<file path="src/rtl/jsu_pkg.sv">
// jsu_pkg: shared types, command codes and helpers for the json string unescaper
// depends on nothing; imported by every rtl module of the block
`timescale 1ns / 1ps

package jsu_pkg;

  // default depth of the command queue between front and back
  localparam int QUEUE_DEPTH = 4;

  // width of a unicode scalar value
  localparam int CP_W = 21;

  // command operations
  localparam logic [1:0] OP_RAW  = 2'd0;  // pass byte through unchanged
  localparam logic [1:0] OP_UTF8 = 2'd1;  // encode code point as utf-8
  localparam logic [1:0] OP_END  = 2'd2;  // string ended correctly
  localparam logic [1:0] OP_ERR  = 2'd3;  // error

  // result kinds
  localparam logic [1:0] KIND_DATA = 2'd0;
  localparam logic [1:0] KIND_END  = 2'd1;
  localparam logic [1:0] KIND_ERR  = 2'd2;

  typedef struct packed {
    logic [1:0]      op;
    logic [CP_W-1:0] cp;
  } cmd_t;

  // bit 4 set when the byte is a hex digit, low nibble is its value
  function automatic logic [4:0] hex_decode(input logic [7:0] b);
    logic [4:0] r;
    r = 5'd0;
    if (b >= 8'h30 && b <= 8'h39) begin
      r = {1'b1, 4'(b - 8'h30)};
    end else if (b >= 8'h61 && b <= 8'h66) begin
      r = {1'b1, 4'(b - 8'h57)};
    end else if (b >= 8'h41 && b <= 8'h46) begin
      r = {1'b1, 4'(b - 8'h37)};
    end
    return r;
  endfunction

endpackage

</file>
<file path="src/rtl/jsu_front.sv">
// jsu_front: accepts string body bytes, tracks escape state, issues commands
// depends on jsu_pkg
`timescale 1ns / 1ps

module jsu_front
  import jsu_pkg::*;
(
  input  logic       clk,
  input  logic       rst,
  input  logic       accept,
  input  logic [7:0] in_byte,
  input  logic       input_end,
  output logic       push,
  output cmd_t       cmd
);

  localparam logic [2:0] M_PLAIN = 3'd0;
  localparam logic [2:0] M_ESC   = 3'd1;
  localparam logic [2:0] M_HEX1  = 3'd2;
  localparam logic [2:0] M_LOWBS = 3'd3;
  localparam logic [2:0] M_LOWU  = 3'd4;
  localparam logic [2:0] M_HEX2  = 3'd5;

  logic [2:0]  mode, mode_next;
  logic [1:0]  hex_count, hex_count_next;
  logic [15:0] code_acc, code_acc_next;
  logic [9:0]  high_part, high_part_next;
  logic [4:0]  hex;
  logic [15:0] acc_new;
  logic [10:0] plane;

  assign hex     = hex_decode(in_byte);
  assign acc_new = {code_acc[11:0], hex[3:0]};
  // high surrogate plus 0x40 gives bits 20..10 of the combined code point
  assign plane   = {1'b0, high_part} + 11'h040;

  always_comb begin
    mode_next      = mode;
    hex_count_next = hex_count;
    code_acc_next  = code_acc;
    high_part_next = high_part;
    push           = 1'b0;
    cmd.op         = OP_ERR;
    cmd.cp         = '0;
    if (accept) begin
      if (input_end) begin
        push           = 1'b1;
        cmd.op         = OP_ERR;
        mode_next      = M_PLAIN;
        hex_count_next = 2'd0;
        code_acc_next  = 16'd0;
        high_part_next = 10'd0;
      end else begin
        unique case (mode) inside
          M_PLAIN: begin
            if (in_byte == 8'h22) begin
              push   = 1'b1;
              cmd.op = OP_END;
            end else if (in_byte < 8'h20) begin
              push   = 1'b1;
              cmd.op = OP_ERR;
            end else if (in_byte == 8'h5C) begin
              mode_next = M_ESC;
            end else begin
              push   = 1'b1;
              cmd.op = OP_RAW;
              cmd.cp = CP_W'(in_byte);
            end
          end
          M_ESC: begin
            push      = 1'b1;
            cmd.op    = OP_RAW;
            mode_next = M_PLAIN;
            case (in_byte) inside
              8'h22, 8'h5C, 8'h2F: cmd.cp = CP_W'(in_byte);
              8'h62: cmd.cp = CP_W'(8'h08);
              8'h66: cmd.cp = CP_W'(8'h0C);
              8'h6E: cmd.cp = CP_W'(8'h0A);
              8'h72: cmd.cp = CP_W'(8'h0D);
              8'h74: cmd.cp = CP_W'(8'h09);
              8'h75: begin
                push           = 1'b0;
                mode_next      = M_HEX1;
                hex_count_next = 2'd0;
                code_acc_next  = 16'd0;
              end
              default: cmd.op = OP_ERR;
            endcase
          end
          M_HEX1, M_HEX2: begin
            if (!hex[4]) begin
              push   = 1'b1;
              cmd.op = OP_ERR;
            end else if (hex_count != 2'd3) begin
              hex_count_next = hex_count + 2'd1;
              code_acc_next  = acc_new;
            end else begin
              hex_count_next = 2'd0;
              code_acc_next  = 16'd0;
              if (mode == M_HEX1) begin
                if (acc_new[15:10] == 6'b110110) begin
                  // high surrogate, low half must follow
                  high_part_next = acc_new[9:0];
                  mode_next      = M_LOWBS;
                end else begin
                  push      = 1'b1;
                  cmd.op    = OP_UTF8;
                  cmd.cp    = CP_W'(acc_new);
                  mode_next = M_PLAIN;
                end
              end else if (acc_new[15:10] != 6'b110111) begin
                push   = 1'b1;
                cmd.op = OP_ERR;
              end else begin
                push           = 1'b1;
                cmd.op         = OP_UTF8;
                cmd.cp         = {plane[CP_W-11:0], acc_new[9:0]};
                mode_next      = M_PLAIN;
                high_part_next = 10'd0;
              end
            end
          end
          M_LOWBS: begin
            if (in_byte != 8'h5C) begin
              push   = 1'b1;
              cmd.op = OP_ERR;
            end else begin
              mode_next = M_LOWU;
            end
          end
          M_LOWU: begin
            if (in_byte != 8'h75) begin
              push   = 1'b1;
              cmd.op = OP_ERR;
            end else begin
              mode_next      = M_HEX2;
              hex_count_next = 2'd0;
              code_acc_next  = 16'd0;
            end
          end
          default: begin
            push   = 1'b1;
            cmd.op = OP_ERR;
          end
        endcase
        // end of string and every error send the state back to plain content
        if (push && (cmd.op == OP_END || cmd.op == OP_ERR)) begin
          mode_next      = M_PLAIN;
          hex_count_next = 2'd0;
          code_acc_next  = 16'd0;
          high_part_next = 10'd0;
          cmd.cp         = '0;
        end
      end
    end
  end

  always_ff @(posedge clk) begin
    if (rst) begin
      mode      <= M_PLAIN;
      hex_count <= 2'd0;
      code_acc  <= 16'd0;
      high_part <= 10'd0;
    end else begin
      mode      <= mode_next;
      hex_count <= hex_count_next;
      code_acc  <= code_acc_next;
      high_part <= high_part_next;
    end
  end

endmodule

</file>
<file path="src/rtl/jsu_queue.sv">
// jsu_queue: small command queue between the front and the back
// depends on jsu_pkg
`timescale 1ns / 1ps

module jsu_queue
  import jsu_pkg::*;
#(
  parameter int DEPTH = QUEUE_DEPTH
) (
  input  logic clk,
  input  logic rst,
  input  logic push,
  input  cmd_t wr_cmd,
  output logic full,
  input  logic pop,
  output logic empty,
  output cmd_t rd_cmd
);

  localparam int PTR_W = $clog2(DEPTH);
  localparam int CNT_W = $clog2(DEPTH + 1);

  cmd_t             entries [DEPTH];
  logic [PTR_W-1:0] wr_ptr;
  logic [PTR_W-1:0] rd_ptr;
  logic [CNT_W-1:0] count;
  logic             do_push;
  logic             do_pop;

  assign full    = (count == CNT_W'(DEPTH));
  assign empty   = (count == '0);
  assign do_push = push && !full;
  assign do_pop  = pop && !empty;
  assign rd_cmd  = entries[rd_ptr];

  always_ff @(posedge clk) begin
    if (do_push) begin
      entries[wr_ptr] <= wr_cmd;
    end
  end

  always_ff @(posedge clk) begin
    if (rst) begin
      wr_ptr <= '0;
      rd_ptr <= '0;
      count  <= '0;
    end else begin
      if (do_push) begin
        wr_ptr <= (wr_ptr == PTR_W'(DEPTH - 1)) ? '0 : wr_ptr + PTR_W'(1);
      end
      if (do_pop) begin
        rd_ptr <= (rd_ptr == PTR_W'(DEPTH - 1)) ? '0 : rd_ptr + PTR_W'(1);
      end
      if (do_push && !do_pop) begin
        count <= count + CNT_W'(1);
      end else if (do_pop && !do_push) begin
        count <= count - CNT_W'(1);
      end
    end
  end

endmodule

</file>
<file path="src/rtl/jsu_back.sv">
// jsu_back: expands queued commands into result transactions, utf-8 encoding
// depends on jsu_pkg
`timescale 1ns / 1ps

module jsu_back
  import jsu_pkg::*;
(
  input  logic       clk,
  input  logic       rst,
  input  logic       cmd_valid,
  input  cmd_t       cmd,
  output logic       pop,
  output logic       out_valid,
  input  logic       out_ready,
  output logic [7:0] out_byte,
  output logic [1:0] kind,
  output logic       last
);

  logic [1:0] idx;
  logic [1:0] final_idx;
  logic [7:0] sel_byte;
  logic [1:0] sel_kind;
  logic       load;

  // number of result bytes minus one
  always_comb begin
    final_idx = 2'd0;
    if (cmd.op == OP_UTF8) begin
      if (cmd.cp < CP_W'(21'h80)) begin
        final_idx = 2'd0;
      end else if (cmd.cp < CP_W'(21'h800)) begin
        final_idx = 2'd1;
      end else if (cmd.cp < CP_W'(21'h10000)) begin
        final_idx = 2'd2;
      end else begin
        final_idx = 2'd3;
      end
    end
  end

  always_comb begin
    sel_byte = 8'h00;
    sel_kind = KIND_DATA;
    unique case (cmd.op)
      OP_RAW: sel_byte = cmd.cp[7:0];
      OP_END: sel_kind = KIND_END;
      OP_ERR: sel_kind = KIND_ERR;
      OP_UTF8: begin
        // continuation byte of the slot, overridden for the lead byte
        case (final_idx - idx)
          2'd0: sel_byte = {2'b10, cmd.cp[5:0]};
          2'd1: sel_byte = {2'b10, cmd.cp[11:6]};
          2'd2: sel_byte = {2'b10, cmd.cp[17:12]};
          default: sel_byte = {2'b10, 3'b000, cmd.cp[20:18]};
        endcase
        if (idx == 2'd0) begin
          case (final_idx)
            2'd0: sel_byte = {1'b0, cmd.cp[6:0]};
            2'd1: sel_byte = {3'b110, cmd.cp[10:6]};
            2'd2: sel_byte = {4'b1110, cmd.cp[15:12]};
            default: sel_byte = {5'b11110, cmd.cp[20:18]};
          endcase
        end
      end
      default: sel_kind = KIND_ERR;
    endcase
  end

  assign load = cmd_valid && (!out_valid || out_ready);
  assign pop  = load && (idx == final_idx);

  always_ff @(posedge clk) begin
    if (load) begin
      out_byte <= sel_byte;
      kind     <= sel_kind;
      last     <= (idx == final_idx);
    end
  end

  always_ff @(posedge clk) begin
    if (rst) begin
      out_valid <= 1'b0;
      idx       <= 2'd0;
    end else begin
      if (load) begin
        out_valid <= 1'b1;
        idx       <= (idx == final_idx) ? 2'd0 : idx + 2'd1;
      end else if (out_ready) begin
        out_valid <= 1'b0;
      end
    end
  end

endmodule

</file>
<file path="src/rtl/json_string_unescape_unit.sv">
// json_string_unescape_unit: top level of the json string body unescaper
// depends on jsu_pkg, jsu_front, jsu_queue, jsu_back
`timescale 1ns / 1ps

// usage
//   input channel (in_valid/in_ready, in_byte, input_end) takes one byte of a
//   json string body per transaction, starting right after the opening quote;
//   input_end marks end of text and always yields an error result
//   output channel (out_valid/out_ready, out_byte, kind, last) returns one
//   result per transaction: kind 0 data byte, 1 string closed, 2 error;
//   last flags the final result caused by one input transaction
//   bytes that only advance escape parsing produce no result at all
// throughput: one input transaction per cycle while in_ready is high; the
//   back emits one result per cycle while out_ready is high, so a \u escape
//   that expands to up to four utf-8 bytes is absorbed by the six or more
//   input bytes it takes plus the command queue
// order: on acceptance an input's command is written to the queue, and its
//   first result is loaded into the output register once it heads the queue
// stall: when out_ready stays low the output register holds, the queue fills,
//   and in_ready drops once the queue is full; nothing is lost or repeated
// reset: rst is synchronous; escape state returns to plain content, the queue
//   empties and out_valid clears
module json_string_unescape_unit
  import jsu_pkg::*;
#(
  parameter int QDEPTH = QUEUE_DEPTH
) (
  input  logic       clk,
  input  logic       rst,
  input  logic       in_valid,
  output logic       in_ready,
  input  logic [7:0] in_byte,
  input  logic       input_end,
  output logic       out_valid,
  input  logic       out_ready,
  output logic [7:0] out_byte,
  output logic [1:0] kind,
  output logic       last
);

  logic accept;
  logic push;
  cmd_t push_cmd;
  logic q_full;
  logic q_empty;
  logic q_pop;
  cmd_t head_cmd;

  // front never pushes more than one command per transaction, so a free slot
  // is all that is needed to take the next byte
  assign in_ready = !q_full;
  assign accept   = in_valid && in_ready;

  jsu_front u_front (
    .clk       (clk),
    .rst       (rst),
    .accept    (accept),
    .in_byte   (in_byte),
    .input_end (input_end),
    .push      (push),
    .cmd       (push_cmd)
  );

  jsu_queue #(
    .DEPTH (QDEPTH)
  ) u_queue (
    .clk    (clk),
    .rst    (rst),
    .push   (push),
    .wr_cmd (push_cmd),
    .full   (q_full),
    .pop    (q_pop),
    .empty  (q_empty),
    .rd_cmd (head_cmd)
  );

  // back walks the head command one byte per cycle while out_ready is high
  jsu_back u_back (
    .clk       (clk),
    .rst       (rst),
    .cmd_valid (!q_empty),
    .cmd       (head_cmd),
    .pop       (q_pop),
    .out_valid (out_valid),
    .out_ready (out_ready),
    .out_byte  (out_byte),
    .kind      (kind),
    .last      (last)
  );

endmodule

</file>
<file path="config.mk">
export PLATFORM = sky130hd
export DESIGN_NAME = json_string_unescape_unit
export DESIGN_NICKNAME = d
export VERILOG_FILES = /design/src/rtl/jsu_pkg.sv /design/src/rtl/jsu_front.sv /design/src/rtl/jsu_queue.sv /design/src/rtl/jsu_back.sv /design/src/rtl/json_string_unescape_unit.sv
export SDC_FILE = /design/constraint.sdc
export NUM_CORES = 1
export LEC_CHECK = 0
export ABC_AREA = 1
export CORE_ASPECT_RATIO = 1.1
export CORE_MARGIN = 1
export CORE_UTILIZATION = 45
export DETAILED_ROUTE_END_ITERATION = 8
export DONT_BUFFER_PORTS = 1
export SLEW_MARGIN = 20
export SYNTH_ARGS = -nofsm -noshare
export SYNTH_HDL_FRONTEND = slang
export SYNTH_HIERARCHICAL = 1
export SYNTH_SLANG_ARGS = --single-unit
</file>
<file path="constraint.sdc">
create_clock -name clk -period 6.1 [get_ports clk]
set_input_delay 0.61 -clock clk [delete_from_list [all_inputs] [get_ports clk]]
set_output_delay 0.61 -clock clk [all_outputs]
set_load 0.05 [all_outputs]
</file>
* Word-level counts from Yosys, hierarchy flattened
Memories as Yosys holds them, arrays and structs flattened. A register that Yosys moved wholly into a read port is not among the register bits.
Index checks and enable logic that the tools add are counted.
W data, S select, Z words.
** Storage, ports and cells
- Memories :: 1
- Flip-flop bits (word level) :: 48
- Logic and storage cells :: 250
- Output and inout bits :: 13
- Bits in writable memories :: 92
- Bits of input ports :: 13
** Memories
- u_queue.entries :: words 4, bits a word 23, read ports 1, clocked after memory_dff 1, wr ports 1, line jsu_queue.sv:23 : cmd_t entries [DEPTH];
** Operators by class
- Order comparisons :: 10
- Muxes and demuxes :: 131
- $add $sub $neg :: 11
- Equality and inequality tests :: 50
- Reduce and logical (&&, ||, !) cells :: 35
** Operators by type and width (number)
- $mux W21 :: 11
- $mux W12 :: 12
- $mux W23 :: 5
- $mux W10 :: 8
- $mux W2 :: 36
- $pmux W21 S3 :: 1
- $mux W3 :: 19
- $eq A8 B7 Y1 const B :: 7
- $ne A4 B4 Y1 const B :: 14
- $pmux W12 S3 :: 1
- $mux W1 :: 25
- $pmux W8 S3 :: 1
- $lt A21 B12 Y1 const B :: 1
- $lt A21 B17 Y1 const B :: 1
- $lt A21 B8 Y1 const B :: 1
- $pmux W6 S3 :: 1
- $eq A2 B2 Y1 const B :: 8
- $eq A8 B6 Y1 const B :: 2
- $ge A8 B7 Y1 const B :: 2
- $le A8 B7 Y1 const B :: 2
- $ne A8 B7 Y1 const B :: 2
- $pmux W8 S2 :: 1
- $mux W5 :: 3
- $pmux W3 S5 :: 1
- 41 further kinds :: 72

* Logic depth before layout (Yosys ltp)
Gate-level depths: netlist (run 1).
- Depth in word-level cells :: 18
- Mapped depth :: 25
- Depth with buffers taken out :: 23

* By module
The synthesis (run 1) kept the hierarchy.
** Modules (own cells, without submodules)
- jsu_queue :: cells each 293, times used 1, area an instance 4244.1 um^2, sequential area each 2942.8 um^2
- jsu_front :: cells each 420, times used 1, area an instance 2416.1 um^2, sequential area each 540.5 um^2
- jsu_back :: cells each 178, times used 1, area an instance 1263.7 um^2, sequential area each 390.4 um^2
- json_string_unescape_unit :: cells each 4, times used 1, area an instance 17.5 um^2, sequential area each 0.0 um^2

* Worst setup path before layout (run 1)
No wires, ideal clock.
- Kind :: register -> register
- Start point :: register with a tool-made name
- End point :: register u_queue.count[1]
- Slack :: 2.792 ns
- Library setup time :: 0.116 ns
- Data arrival time :: 3.192 ns
- Required time :: 5.984 ns
- Stages on the path, launching flop included :: 21
- Clock period less this slack :: 3.308 ns
- Path buffers :: 3
- Cell sequence :: dfxtp_1 buf_6 inv_12 buf_12 nor2_4 o22ai_2 inv_2 nor2_8 inv_1 a31oi_1 nand2_1 ha_1 buf_2 nand2_1 nor2_1 nand2_1 ha_1 inv_1 fa_1 o21ai_0 nor2_1
** RTL lines
- to (signal assigned) :: line jsu_queue.sv:55 : count <= count + CNT_W'(1);
- to (signal assigned) :: line jsu_queue.sv:57 : count <= count - CNT_W'(1);
- to (decl) :: line jsu_queue.sv:26 : logic [CNT_W-1:0] count;

==> run_results.csv, run 1 <==
group,metric,value,unit
run_status,status,"completed",
floorplan,die_area,0.0182,sq mm
sta,maxSlewHeadroom,34.8,%
clock_tree,clk_path_buf_depth,2,
floorplan,row_count,50,
clock_tree,clk_pin_slew_worst_paths,60,ps
route,wl,17.8,mm
setup_path,path_buf_inv,4,
grt,antenna_found_initial,0,
yosys,synth_nets,927,
floorplan,die_h,141,microns
yosys,synthFlopType,"edfxtp_1",
route,ant_nets,0,
clock_tree,cts_resized,0,
cells_and_area,final_net_count,923,
route,drtIter0Drc,376,
yosys,synth-edff-count,103,
yosys,synth_top_area_cell,"edfxtp_1",
setup_path,cp-end-kind,"flop",
sta,setup_tns,0,ps
sta,fin_crit_sh,72.0,%
clock_tree,clockRootBuffer,"clkbuf_16",
grt,grt_usage,21.0,%
setup_path,startpoint_type,"flop",
floorplan,core,0.0171,sq mm
route,route.detailed.drc,0,
clock_tree,cts_tree,"built",
yosys,async_flop_share,0,%
cells_and_area,fill_cells,1650,
setup_path,cpMostUsedCell,"nand2_1",
yosys,ys_warn_count,6,
sta,tightest_slew,964,ps
yosys,yosysTopAreaCellShare,38.9,%
cells_and_area,final_cell_mix,"nand2_1 (188), nor2_1 (119), edfxtp_1 (103)",
yosys,syn_inst,895,
placed_design,io_buffers,0,
yosys,ys_ff_latch,142,
sta,fin_crit,4390,ps
worst_hold_path,min_to,"u_back/out_valid",
clock_tree,cts_setup_buffers,0,
setup_path,cp_cell_sequence,"inv_2 -> o21ai_0 -> o22ai_2 -> inv_2 -> nor2_8 -> inv_1 -> a31oi_1 -> nand2_1 -> ha_1 -> nand2_1 -> nor2_1 -> nand2_1 -> ha_1 -> inv_1 -> fa_1 -> o21ai_0 -> nor2_1",
worst_hold_path,hold_depth,1,
clock_tree,clk_latency,410,ps
clock_tree,h-tree-depth,4,
setup_path,worst_r2r_path_depth,17,
setup_path,required,6410,ps
floorplan,start_util,46.3,%
pwr,leakage,3.30,nW
grt,grt_overflow_total,0,
setup_path,slowest_delay,570,ps
setup_path,crit_arrival,4700,ps
clock_tree,holdBufCountCts,0,
floorplan,die_w,129,microns
sta,hold_violations,0,
pwr,power.density,504,mW/mm^2
setup_path,crit_family,"adder cells",
sta,fin_skew,8.51,ps
clock_tree,cts.sinks,142,
grt,grt_start_max_net_pins,47,
setup_path,cp_slowest_cell,"inv_2",
setup_path,worst-r2r-setup-slack,1710,ps
sta,fmax,228,MHz
placed_design,dp.cells,1106,
route,vias_per_cell,5.13,
setup_path,worstSetupPathType,"reg -> reg",
sta,grt_setup_unrepaired,"no",
grt,grt_pass1_wl,29.1,mm
clock_tree,cts-buffers-inserted,17,
sta,setup_violations,0,
setup_path,r2r_end,"u_queue/count[1]",
run,drv_cap,0,
cells_and_area,layout_commonest_cell,"nand2_1",
placed_design,dp_hpwl,13.0,mm
route,vias,5835,
worst_hold_path,worstHoldPathType,"in -> reg",
route,drt_pass1_iterations,5,
setup_path,crit_fanout,24,
cells_and_area,finalNonFillerCells,1138,
yosys,synth_cell_types,53,
yosys,seq_area_frac_synth,48.8,%
yosys,syn_area,0.00794,sq mm
pwr,ir_drop,209,uV
placed_design,place.gp.congestion,0.987,
sta,slew_violations,0,
route,wl_per_cell,15.6,microns
worst_hold_path,worstHoldStart,"rst",
cells_and_area,antenna_cells,0,
cells_and_area,syn2layout_area_growth,8.44,%
yosys,avgSynthCellArea,8.87,sq um
grt,grt_pass1_vias,5694,
cells_and_area,drive_gt1_share,16.3,%
yosys,synth_area_leaders,"edfxtp_1 (39%), dfxtp_1 (9.8%), nand2_1 (8.9%)",
floorplan,io_pins,26,
sta,hold_ws,263,ps
report_power, final:
part / leakage, nW / internal (mW) / switching, mW
Combinational: 1.77 / 0.543 / 1.25
Sequential: 1.25 / 1.30 / 0.263
Clock: 0.279 / 0.621 / 0.374
layer usage:
| metal | part of all wire (%) | global-route usage, % | vias up |
|---|---|---|---|
| li1 | - | - | 3002 |
| met1 | 45 | 26.2 | 2654 |
| met2 | 48 | 34.9 | 143 |
| met3 | 4.1 | 4.00 | 36 |
| met4 | 3.0 | 9.78 | 0 |
| met5 | 0 | 0 | - |
flip-flops by register name (all words and copies together) (netlist names), 3 cells and up, named ones only:
name               count
u_queue/count          3
u_front/high_part     10
u_back/out_byte        8
u_front/code_acc      12
u_front/mode           3
u_queue/entries       92
cell usage after synthesis (9+ instances only):
| cell type | count |
|---|---|
| a21oi_1 | 31 |
| dfxtp_1 | 39 |
| nand3_1 | 55 |
| edfxtp_1 | 103 |
| ha_1 | 18 |
| nor2_4 | 9 |
| o21ai_0 | 46 |
| nor2_2 | 26 |
| nor2_1 | 123 |
| inv_2 | 13 |
| inv_1 | 77 |
| clkbuf_1 | 10 |
| o22ai_2 | 16 |
| nand2_1 | 188 |
| nor3_1 | 23 |
| o22ai_1 | 9 |
| o21ai_2 | 17 |
worst max-delay path by stage:
stage               slack, ps  from  cells after the start                to
detailed placement       1680  flop                     17  u_queue/count[1]
CTS                      1680  flop                     17  u_queue/count[1]
finish                   1710  flop                     17  u_queue/count[1]
global route             1340  flop                     17  u_queue/count[1]
floorplan                2790  flop                     20  u_queue/count[1]
global placement         1880  flop                     17  u_queue/count[1]
final cells by class:
cell class	instances	area, sq um	share of cell area [%]
Timing Repair Buffer	7	52.6	0.610
Sequential cell	142	3870	45.0
Multi-Input combinational cell	630	3470	40.3
Clock inverter	7	86.3	1.00
Inverter	93	362	4.20
Clock buffer	25	475	5.52
Tap cell	234	293	3.40
kinds of logic after synthesis:
kind of cell	after synthesis	synth area share, %
buf+inv	123	7.66
simple gates	466	27.9
fa+ha+maj	19	3.09
mux	1	0.126
compound gates	139	11.9
xor+xnor	5	0.551
flops	142	48.8
per-stage QoR:
stage | utilization, % | total power [mW] | cell area, sq um | worst slack (ps)
2_1_floorplan | - | 3.03 | 7940 | 2790
3_3_place_gp | 47.0 | 3.35 | 8050 | 1880
3_5_place_dp | 47.0 | 3.36 | 8050 | 1680
4_1_cts | 50.2 | 4.36 | 8610 | 1680
5_1_grt | 50.2 | 4.65 | 8610 | 1340
6_report | 50.2 | 4.34 | 8610 | 1710
worst register-to-register path, stage by stage (launching register included):
cell and delay [ps]:
dfxtp_1 560, inv_2 580, o21ai_0 220, o22ai_2 240, inv_2 100, nor2_8 150
inv_1 140, a31oi_1 170, nand2_1 130, ha_1 550, nand2_1 140, nor2_1 220
nand2_1 140, ha_1 220, inv_1 90, fa_1 410, o21ai_0 170, nor2_1 50
Power figures use the tool's default switching activity.
==> inputs of run 2 (changes only) <==
Settings changed: ABC_AREA 1 to 0.
Clock period 6.1 ns to 4.4 ns, I/O delays scaled along.
==> run 2 against run 1 <==
Largest power group is now sequential cells; largest cell class unchanged; utilization rose by 1.9 points; critical endpoint is now u_queue/count[2]; worst hold slack lost 170 ps; via count down 17%.
==> run_results.csv, run 2 <==
group,metric,value,unit
cells_and_area,final_net_count,620,
floorplan,core,0.0153,sq mm
sta,fin_crit,4060,ps
clock_tree,cts_setup_buffers,0,
clock_tree,clk_pin_slew_worst_paths,60,ps
worst_hold_path,hold_depth,1,
setup_path,required,4750,ps
sta,slew_violations,0,
grt,grt_usage,20.9,%
sta,hold_ws,89.4,ps
setup_path,crit_fanout,11,
setup_path,startpoint_type,"flop",
yosys,syn_inst,586,
clock_tree,cts_tree,"built",
sta,grt_setup_unrepaired,"no",
route,drtIter0Drc,339,
yosys,yosysTopAreaCellShare,43.2,%
floorplan,die_h,134,microns
setup_path,crit_arrival,4400,ps
cells_and_area,antenna_cells,0,
yosys,synth_area_leaders,"edfxtp_1 (43%), dfxtp_1 (11%), mux4_2 (8.2%)",
pwr,leakage,2.74,nW
clock_tree,clk_latency,420,ps
cells_and_area,syn2layout_area_growth,11.4,%
clock_tree,clockRootBuffer,"clkbuf_16",
route,wl_per_cell,20.4,microns
floorplan,io_pins,26,
route,ant_nets,0,
yosys,synth_cell_types,83,
sta,fin_skew,9.08,ps
floorplan,row_count,47,
placed_design,post-place-ws,163,ps
yosys,yosys-top-cells-count,"edfxtp_1 (103), nand2_1 (48), dfxtp_1 (39), nor2_1 (39), a21oi_1 (34)",
run_status,status,"completed",
grt,grt_start_max_net_pins,42,
worst_hold_path,worstHoldPathType,"in -> reg",
setup_path,cp-end-kind,"flop",
cells_and_area,regMostFlops,"u_queue/entries",
floorplan,die_area,0.0164,sq mm
pwr,power,4.78,mW
sta,setup_violations,0,
placed_design,io_buffers,0,
sta,setup_tns,0,ps
sta,tightest_slew,634,ps
placed_design,place.gp.congestion,0.980,
cells_and_area,fill_cells,1307,
yosys,async_flop_share,0,%
run,drv_cap,0,
pwr,ir_drop,285,uV
yosys,ys_ff_latch,142,
yosys,syn_area,0.00715,sq mm
clock_tree,h-tree-depth,4,
sta,maxSlewHeadroom,57.8,%
clock_tree,cts-buffers-inserted,17,
placed_design,dp_hpwl,11.6,mm
floorplan,start_util,46.8,%
clock_tree,cts.sinks,142,
cells_and_area,final_cell_mix,"edfxtp_1 (103), nand2_1 (48), nor2_1 (39)",
pwr,power.density,601,mW/mm^2
setup_path,worst_r2r_path_depth,16,
cells_and_area,drive_gt1_share,16.3,%
route,vias,4860,
grt,antenna_found_initial,0,
sta,hold_violations,0,
clock_tree,clk_path_buf_depth,2,
setup_path,worstSetupPathType,"reg -> reg",
yosys,seq_area_frac_synth,54.2,%
route,drt_pass1_iterations,5,
yosys,ys_warn_count,6,
route,route.detailed.drc,0,
yosys,synth_top_area_cell,"edfxtp_1",
cells_and_area,largest_reg_flops,92,
floorplan,die_w,122,microns
yosys,synth-edff-count,103,
cells_and_area,reg_top3,"u_queue/entries: 92 flops, u_front/code_acc: 12 flops, u_front/high_part: 10 flops",
grt,grt_overflow_total,0,
yosys,synth_nets,618,
cells_and_area,finalNonFillerCells,797,
cells_and_area,layout_commonest_cell,"edfxtp_1",
placed_design,dp.cells,765,
yosys,synthFlopType,"edfxtp_1",
route,wl,16.3,mm
yosys,synth.most_common_cell,"edfxtp_1",
sta,fin_crit_sh,92.2,%
sta,setup_ws,341,ps
grt,grt_pass1_wl,25.5,mm
yosys,avgSynthCellArea,12.2,sq um
route,vias_per_cell,6.10,
grt,grt_pass1_vias,4724,
sta,fmax,246,MHz
run 2: changes by cell type after synthesis, sizes merged, moves of 10 or more:
cell / delta
nand3: -43
nor2: -118
nand3b: +16
nand2: -151
o21ai: -45
mux4: +26
inv: -63
and3: +10
o31ai: +11
o22ai: -24
nand2b: +10
nor3: -18
run 2: cell type report:
| class | count | area (sq um) | share of cell area, % |
|---|---|---|---|
| repair buffers | 10 | 75.1 | 0.942 |
| flip-flops and latches | 142 | 3870 | 48.6 |
| multi-input cells | 388 | 3040 | 38.1 |
| clock buffers | 18 | 429 | 5.39 |
| well taps | 196 | 245 | 3.08 |
| clock inverters | 14 | 193 | 2.42 |
| inverters | 29 | 114 | 1.43 |
run 2: layer usage:
metal	track usage (%)	part of all wire, %	up-vias
met1	25.6	42	2398
met2	35.0	51	167
met4	10.0	2.8	0
met3	4.34	4.2	25
li1	-	-	2270
met5	0	0	-
run 2: path summary, 6_finish.rpt:
check                         endpoint  slack (ps)                  from
setup / recovery      u_queue/count[2]         340                  flop
hold / removal        u_back/out_valid          90                   rst
setup reg to reg      u_queue/count[2]         340                  flop
hold reg to reg   u_front/hex_count[1]         460  u_front/hex_count[1]
run 2: metrics by stage:
step                instance area [sq um]  util (%)
CTS                                  7960      52.1
global placement                     7340      48.0
floorplan                            7150         -
finish                               7970      52.1
global route                         7970      52.1
detailed placement                   7340      48.0
run 2: cell families after synthesis:
kind of cell | count (synthesis) | synth area share, %
AO/OA/AOI/OAI | 133 | 14.0
XOR/XNOR | 6 | 0.735
adder cells (fa/ha/maj) | 19 | 3.43
buffers and inverters | 56 | 3.46
flip-flops | 142 | 54.2
multiplexers | 34 | 9.32
AND/OR/NAND/NOR | 196 | 14.9
run 2: report_power, final:
part / internal [mW] / leakage [nW] / total (mW) / switching [mW]
clock: 0.948 / 0.296 / 1.49 / 0.543
sequential: 1.69 / 1.33 / 1.98 / 0.285
combinational: 0.541 / 1.12 / 1.32 / 0.775
run 2: critical path, stage by stage (launching register included):
cell     delay (ps)
dfxtp_2         450
buf_4           230
buf_4           270
mux4_2          570
nor2_1          170
nand3_1         100
nand2_1         160
ha_1            270
nand3_1         140
nor2_1           70
o31ai_2         120
ha_1            280
inv_1            60
fa_1            380
xor2_1          160
or3_2           400
a21oi_1         160
run 2: what timing repair did:
| action | CTS | global route |
|---|---|---|
| hold buffers | 0 | 0 |
| gates resized for setup | 0 | 2 |
| endpoints found under the setup margin | 0 | 1 |
